[config.mk]
export PLATFORM = sky130hd
export DESIGN_NAME = sample_depth_normalizer_top
export DESIGN_NICKNAME = d
export VERILOG_FILES = /design/src/sv/sdn_pkg.sv /design/src/sv/sdn_prep.sv /design/src/sv/sdn_cell.sv /design/src/sv/sample_depth_normalizer_top.sv
export SDC_FILE = /design/constraint.sdc
export NUM_CORES = 1
export LEC_CHECK = 0
export ABC_AREA = 1
export BUFFER_PORTS_ARGS = -buffer_cell sky130_fd_sc_hd__clkbuf_2
export CAP_MARGIN = 20
export CORE_AREA = 10 10 259 261
export CTS_BUF_LIST = sky130_fd_sc_hd__clkbuf_4
export DETAILED_ROUTE_END_ITERATION = 12
export DIE_AREA = 0 0 269 271
export PLACE_DENSITY_LB_ADDON = 0.12
export SLEW_MARGIN = 20
export SYNTH_ARGS = -nofsm -noshare
export SYNTH_HDL_FRONTEND = slang
export SYNTH_SLANG_ARGS = --single-unit
[constraint.sdc]
create_clock -name clk -period 5.36 [get_ports clk]
set_input_delay 0.536 -clock clk [delete_from_list [all_inputs] [get_ports clk]]
set_output_delay 0.536 -clock clk [all_outputs]
set_load 0.02 [all_outputs]
[src/sv/sdn_pkg.sv]
`timescale 1ns / 1ps
// sdn_pkg: shared types and constants for the sample depth normalizer
// used by sdn_prep, sdn_cell and sample_depth_normalizer_top

package sdn_pkg;

  // word and register widths
  localparam int SAMPLE_W  = 16;
  localparam int CFG_W     = 5;
  localparam int CFG_IDX_W = 2;
  localparam int NUM_CELLS = SAMPLE_W;

  // register indexes on the write port
  localparam logic [CFG_IDX_W-1:0] REG_DEPTH          = 2'd0;
  localparam logic [CFG_IDX_W-1:0] REG_WHITE_IS_ZERO  = 2'd1;
  localparam logic [CFG_IDX_W-1:0] REG_LITTLE_ENDIAN  = 2'd2;

  // depth register reset value, depth bounds and the byte and word depths
  localparam logic [CFG_W-1:0] DEPTH_RESET = 5'd8;
  localparam logic [CFG_W-1:0] DEPTH_MIN   = 5'd1;
  localparam logic [CFG_W-1:0] DEPTH_BYTE  = 5'd8;
  localparam logic [CFG_W-1:0] DEPTH_WORD  = 5'd16;

  // payload handed from cell to cell along the divider row
  typedef struct packed {
    logic [SAMPLE_W-1:0] rem;      // partial remainder, always below divisor
    logic [SAMPLE_W-1:0] work;     // dividend bits out on top, quotient bits in below
    logic [SAMPLE_W-1:0] divisor;  // depth maximum, or one for pass-through
    logic                invert;   // white-is-zero inversion at the end
    logic                clamped;  // sample was above the depth maximum
  } sdn_word_t;

endpackage

[src/sv/sdn_prep.sv]
`timescale 1ns / 1ps
// sdn_prep: configuration registers and front stage (clamp, byte swap, dividend)
// depends on sdn_pkg

module sdn_prep
  import sdn_pkg::*;
(
  input  logic                 clk,
  input  logic                 rst,
  input  logic                 wr_en,
  input  logic [CFG_IDX_W-1:0] wr_index,
  input  logic [CFG_W-1:0]     wr_data,
  input  logic                 in_valid,
  input  logic [SAMPLE_W-1:0]  raw_sample,
  output logic                 out_valid,
  output sdn_word_t            out_word
);

  logic [CFG_W-1:0]      depth_setting;
  logic                  white_is_zero;
  logic                  little_endian_words;

  logic [CFG_W-1:0]      depth_eff;
  logic                  shallow;
  logic                  pass_thru;
  logic [SAMPLE_W:0]     max_wide;
  logic [SAMPLE_W-1:0]   max_val;
  logic [SAMPLE_W-1:0]   sample_sel;
  logic                  over;
  logic [SAMPLE_W-1:0]   sample_clip;
  logic [2*SAMPLE_W-1:0] scaled_num;
  logic [2*SAMPLE_W-1:0] dividend;
  logic [SAMPLE_W-1:0]   divisor;
  sdn_word_t             word_next;

  // configuration registers
  always_ff @(posedge clk) begin
    if (rst) begin
      depth_setting       <= DEPTH_RESET;
      white_is_zero       <= 1'b0;
      little_endian_words <= 1'b0;
    end else if (wr_en) begin
      unique case (wr_index)
        REG_DEPTH:         depth_setting       <= wr_data;
        REG_WHITE_IS_ZERO: white_is_zero       <= wr_data[0];
        REG_LITTLE_ENDIAN: little_endian_words <= wr_data[0];
        default: ;
      endcase
    end
  end

  // effective depth and its maximum value
  always_comb begin
    if (depth_setting == '0) begin
      depth_eff = DEPTH_MIN;
    end else if (depth_setting > DEPTH_WORD) begin
      depth_eff = DEPTH_WORD;
    end else begin
      depth_eff = depth_setting;
    end
    shallow   = (depth_eff <= DEPTH_BYTE);
    pass_thru = (depth_eff == DEPTH_BYTE) || (depth_eff == DEPTH_WORD);
    max_wide  = ((SAMPLE_W+1)'(1) << depth_eff) - (SAMPLE_W+1)'(1);
    max_val   = max_wide[SAMPLE_W-1:0];
  end

  // byte select or swap, then clamp
  always_comb begin
    if (shallow) begin
      sample_sel = {8'd0, raw_sample[7:0]};
    end else if (little_endian_words) begin
      sample_sel = {raw_sample[7:0], raw_sample[15:8]};
    end else begin
      sample_sel = raw_sample;
    end
    over        = !pass_thru && (sample_sel > max_val);
    sample_clip = over ? max_val : sample_sel;
  end

  // dividend s*(2^w - 1) + m/2 by shift and subtract; divide by one to pass through
  always_comb begin
    if (shallow) begin
      scaled_num = ((2*SAMPLE_W)'(sample_clip) << 8) - (2*SAMPLE_W)'(sample_clip);
    end else begin
      scaled_num = ((2*SAMPLE_W)'(sample_clip) << SAMPLE_W) - (2*SAMPLE_W)'(sample_clip);
    end
    if (pass_thru) begin
      dividend = (2*SAMPLE_W)'(sample_clip);
      divisor  = SAMPLE_W'(1);
    end else begin
      dividend = scaled_num + (2*SAMPLE_W)'(max_val >> 1);
      divisor  = max_val;
    end
    word_next.rem     = dividend[2*SAMPLE_W-1:SAMPLE_W];
    word_next.work    = dividend[SAMPLE_W-1:0];
    word_next.divisor = divisor;
    word_next.invert  = shallow && white_is_zero;
    word_next.clamped = over;
  end

  // front stage register
  always_ff @(posedge clk) begin
    if (rst) begin
      out_valid <= 1'b0;
    end else begin
      out_valid <= in_valid;
    end
  end

  always_ff @(posedge clk) begin
    out_word <= word_next;
  end

endmodule

[src/sv/sdn_cell.sv]
`timescale 1ns / 1ps
// sdn_cell: one restoring-division step, yields one quotient bit per word
// depends on sdn_pkg

module sdn_cell
  import sdn_pkg::*;
(
  input  logic      clk,
  input  logic      rst,
  input  logic      in_valid,
  input  sdn_word_t in_word,
  output logic      out_valid,
  output sdn_word_t out_word
);

  logic [SAMPLE_W:0]   trial;
  logic [SAMPLE_W+1:0] diff;
  logic                fits;
  sdn_word_t           word_next;

  // shift in the next dividend bit, subtract when the divisor fits
  always_comb begin
    trial     = {in_word.rem, in_word.work[SAMPLE_W-1]};
    diff      = {1'b0, trial} - {2'b00, in_word.divisor};
    fits      = !diff[SAMPLE_W+1];
    word_next = in_word;
    word_next.rem  = fits ? diff[SAMPLE_W-1:0] : trial[SAMPLE_W-1:0];
    word_next.work = {in_word.work[SAMPLE_W-2:0], fits};
  end

  always_ff @(posedge clk) begin
    if (rst) begin
      out_valid <= 1'b0;
    end else begin
      out_valid <= in_valid;
    end
  end

  always_ff @(posedge clk) begin
    out_word <= word_next;
  end

endmodule

[src/sv/sample_depth_normalizer_top.sv]
`timescale 1ns / 1ps
// sample_depth_normalizer_top: front stage followed by a row of division cells
// depends on sdn_pkg, sdn_prep, sdn_cell
//
// Usage:
//   A raw sample is taken on raw_sample at each rising edge with start high
//   and busy low. busy is always low, so one sample may enter every cycle.
//   Each sample gives one word on scaled_sample and clamped, marked by done
//   for one cycle. The front stage (depth decode, byte swap, clamp,
//   dividend) loads on the taking edge, then each cell of a row of 16
//   division cells registers one quotient bit in turn; done rises as the
//   word leaves the last cell.
//   Words leave in the order samples came.
//   Throughput is one sample per cycle; the cells each hold one word in
//   flight and hand it to the next cell every cycle.
//   The receiver cannot stall: done words must be taken when shown.
//   Registers are written over wr_en, wr_index and wr_data. The user must
//   write them only while no sample is in flight; the block does not check.
//   Reset sets depth 8, no inversion, big-endian words, drops any word in flight.

module sample_depth_normalizer_top
  import sdn_pkg::*;
(
  input  logic                 clk,
  input  logic                 rst,
  input  logic                 start,
  output logic                 busy,
  input  logic [SAMPLE_W-1:0]  raw_sample,
  input  logic                 wr_en,
  input  logic [CFG_IDX_W-1:0] wr_index,
  input  logic [CFG_W-1:0]     wr_data,
  output logic                 done,
  output logic [SAMPLE_W-1:0]  scaled_sample,
  output logic                 clamped
);

  logic      link_valid [0:NUM_CELLS];
  sdn_word_t link_word  [0:NUM_CELLS];

  // always ready for a new sample
  assign busy = 1'b0;

  // front stage
  sdn_prep u_prep (
    .clk        (clk),
    .rst        (rst),
    .wr_en      (wr_en),
    .wr_index   (wr_index),
    .wr_data    (wr_data),
    .in_valid   (start && !busy),
    .raw_sample (raw_sample),
    .out_valid  (link_valid[0]),
    .out_word   (link_word[0])
  );

  // row of division cells, one quotient bit each
  for (genvar i = 0; i < NUM_CELLS; i++) begin : g_cell
    sdn_cell u_cell (
      .clk       (clk),
      .rst       (rst),
      .in_valid  (link_valid[i]),
      .in_word   (link_word[i]),
      .out_valid (link_valid[i+1]),
      .out_word  (link_word[i+1])
    );
  end

  // quotient out, inverted for white-is-zero at shallow depth
  assign done          = link_valid[NUM_CELLS];
  assign scaled_sample = link_word[NUM_CELLS].invert
                         ? {8'd0, ~link_word[NUM_CELLS].work[7:0]}
                         : link_word[NUM_CELLS].work;
  assign clamped       = link_word[NUM_CELLS].clamped;

endmodule

==> run_results.csv <==
group,metric,value,unit
status,status,"finished with violations",
status,violations,"setup timing",
drt,vias_per_cell,4.77,
global_route,antenna_found_initial,2,
synth,syn_area_per_cell,8.98,sq um
die,rows,91,
critical_path,worstPathArrival,6.76,ns
cts,ctsRootBufferMaster,"clkbuf_4",
synth,synth.distinct_cells,50,
die,start_util,54.7,%
placement,port_buffers,44,
critical_path,cp-end-kind,"flop",
critical_path,slowest_delay,0.37,ns
drt,drtPass1Iterations,5,
die,design.core.area,61600,sq um
sta,max-slew-margin-rel,30.0,%
synth,yosysTopAreaCellShare,50.0,%
sta,worst_pin_slew,1.05,ns
cts,htree_num_levels,4,
global_route,grt_pass1_wl,110000,microns
synth,synth_edf_count,0,
cts,cts_buffers,199,
synth,ys_warn_count,0,
synth,synth_area,33700,sq um
sta,hold_viol,0,
final_layout,area_delta_synth_final,20.8,%
drt,drt_iter0_drc,734,
synth,syn_inst,3752,
sta,fin_crit_sh,110,%
synth,synth_area_leaders,"dfxtp_1 50%, ha_1 11%, a21oi_1 6.8%",
drt,wirelength,66400,microns
critical_path,required,6.25,ns
synth,async_flop_share,0,%
cts,cts_tree,"done",
placement,dp_cells,4785,
final_layout,nNetsFinal,4579,
die,num_io_pins,46,
sta,rsz0062_at_grt,"true",
critical_path,critical_path.startpoint_type,"flop",
synth,yosysMostFrequentCell,"dfxtp_1",
sta,setup_viol,24,
die,die_x,269,microns
sta,final.min_clock_period,5.87,ns
placement,hpwlAfterDp,49000,microns
die,die_area,72900,sq um
critical_path,slowest_stage,"fa_2",
cts,clkTransAtPathRegs,0.07,ns
synth,yosysSeqAreaShare,50.0,%
sta,timing.fmax,0.170,GHz
critical_path,path_class,"reg2reg",
cts,insertion_delay,1.06,ns
power_and_ir_drop,powerDensity,642,nW/um^2
drt,drc,0,
global_route,grt_overflow,0,
placement,gp_congestion,0.911,
final_layout,final_util,66.1,%
power_and_ir_drop,power.leakage,0.0187,uW
global_route,grt_max_degree,36,
die,die_y,271,microns
critical_path,path_max_fanout,5,
global_route,grt_usage,18.5,%
final_layout,final_cell_count_no_fill,5227,
drt,post_drt_wl_per_cell,12.7,microns
cts,numClockSinks,842,
sta,fin_ws,-0.514,ns
synth,synth_flop_cell,"dfxtp_1",
cts,clock_path_buffers,3,
sta,fin_skew,0.0774,ns
sta,drv_slew,0,
job,maxCapViolCount,0,
synth,synth-seq-cells,842,
synth,yosys.area.top_type,"dfxtp_1",
synth,synthTopCellsByCount,"842 x dfxtp_1, 490 x inv_1, 465 x nor2_1",
final_layout,fillers,5187,
drt,dr_total_vias,24943,
global_route,grt_pass1_vias,24685,
final_layout,layout-drive-gt1-share,21.4,%
drt,ant_nets,0,
power_and_ir_drop,vdd_drop_max,342,uV
worst_hold_path,hold_class,"in2reg",
placed cells by master (no fill, tap or decap), types with 119 or more instances in the layout:
cell	instances
clkbuf_4	291
dfxtp_1	838
inv_1	482
nor2_1	441
ha_1	279
buf_4	265
a21oi_1	438
nand2_1	328
nand3_1	144
xor2_1	119
path summary, 6_finish.rpt:
path                                                            start                                     end  slack, ns  depth (start not counted)
worst min register to register  g_cell[9].u_cell.out_word[32]$_DFF_P_  g_cell[10].u_cell.out_word[33]$_DFF_P_       0.29                          0
worst min-delay path                                    raw_sample[2]             u_prep.out_word[20]$_DFF_P_       0.24                          7
worst max register to register   u_prep.depth_setting[0]$_SDFFE_PP0P_             u_prep.out_word[26]$_DFF_P_      -0.51                         46
worst max-delay path             u_prep.depth_setting[0]$_SDFFE_PP0P_             u_prep.out_word[26]$_DFF_P_      -0.51                         46
what timing repair did:
action | 4_1_cts | 5_1_grt
resized for setup | 111 | 108
setup buffers | 45 | 26
endpoints found under the setup margin | 23 | 26
hold buffers | 20 | 0
gates cloned | 3 | 0
hold endpoints to repair | 24 | 0
pin swaps | 37 | 67
worst max-delay path: cells and delay by family (launching register included):
family	cells	cell delay, ns
simple gates	25	2.30
fa+ha+maj	4	1.13
buf+inv	11	1.17
xor+xnor	1	0.21
compound gates	5	0.53
flops	1	0.35
through the flow:
stage | cell area [sq um] | total power [uW] | TNS, ns | hold slack [ns] | setup WS [ns]
final | 40700 | 26200 | -10.02 | 0.244 | -0.514
after global routing | 40700 | 28600 | -19.34 | 0.175 | -0.877
after CTS | 40100 | 26100 | -4.33 | 0.126 | -0.325
after detailed placement | 36500 | 20500 | -8.26 | 0.312 | -0.480
after global placement | 36500 | 20300 | -5.31 | 0.310 | -0.358
after floorplan | 33800 | 17900 | -0.00102 | 0.310 | -0.00102
cell type report:
cell class,instances,area (sq um),share of cell area [%]
clock buffers,291,2180,5.36
repair buffers,355,2790,6.86
inverters,517,1950,4.79
flip-flops and latches,842,16900,41.4
multi-input cells,2329,15500,38.1
well taps,837,1050,2.57
clock inverters,49,362,0.888
diodes,7,17.5,0.0430
routing by layer:
| layer | up-vias | GRT usage (%) | wire length, microns |
|---|---|---|---|
| met3 | 155 | 4.20 | 2960 |
| met4 | 0 | 9.65 | 2570 |
| met1 | 11152 | 20.0 | 27500 |
| met5 | - | 0 | 0 |
| met2 | 413 | 32.9 | 33400 |
| li1 | 13223 | - | - |
report_power, final:
part           switching [uW]  internal [uW]  leakage (uW)
clock network            2430           2580       0.00151
logic                    6520           5340        0.0102
registers                 820           8470       0.00702
logic make-up after synthesis:
| group | synth area share [%] |
|---|---|
| and+or+nand+nor | 15.3 |
| DFF | 50.0 |
| AOI/OAI and AO/OA | 10.1 |
| buffers and inverters | 6.64 |
| adders and majority gates | 11.8 |
| xor gates and xnor gates | 5.87 |
| muxes | 0.256 |
| other | 0.0223 |
state kept, by name, summed over array words and instances (netlist names):
register	count
g_cell.u_cell.out_valid	16
g_cell.u_cell.out_word	768
u_prep.depth_setting	5
u_prep.little_endian_words	1
u_prep.out_valid	1
u_prep.out_word	50
u_prep.white_is_zero	1
(Power assumes the default switching activity.)
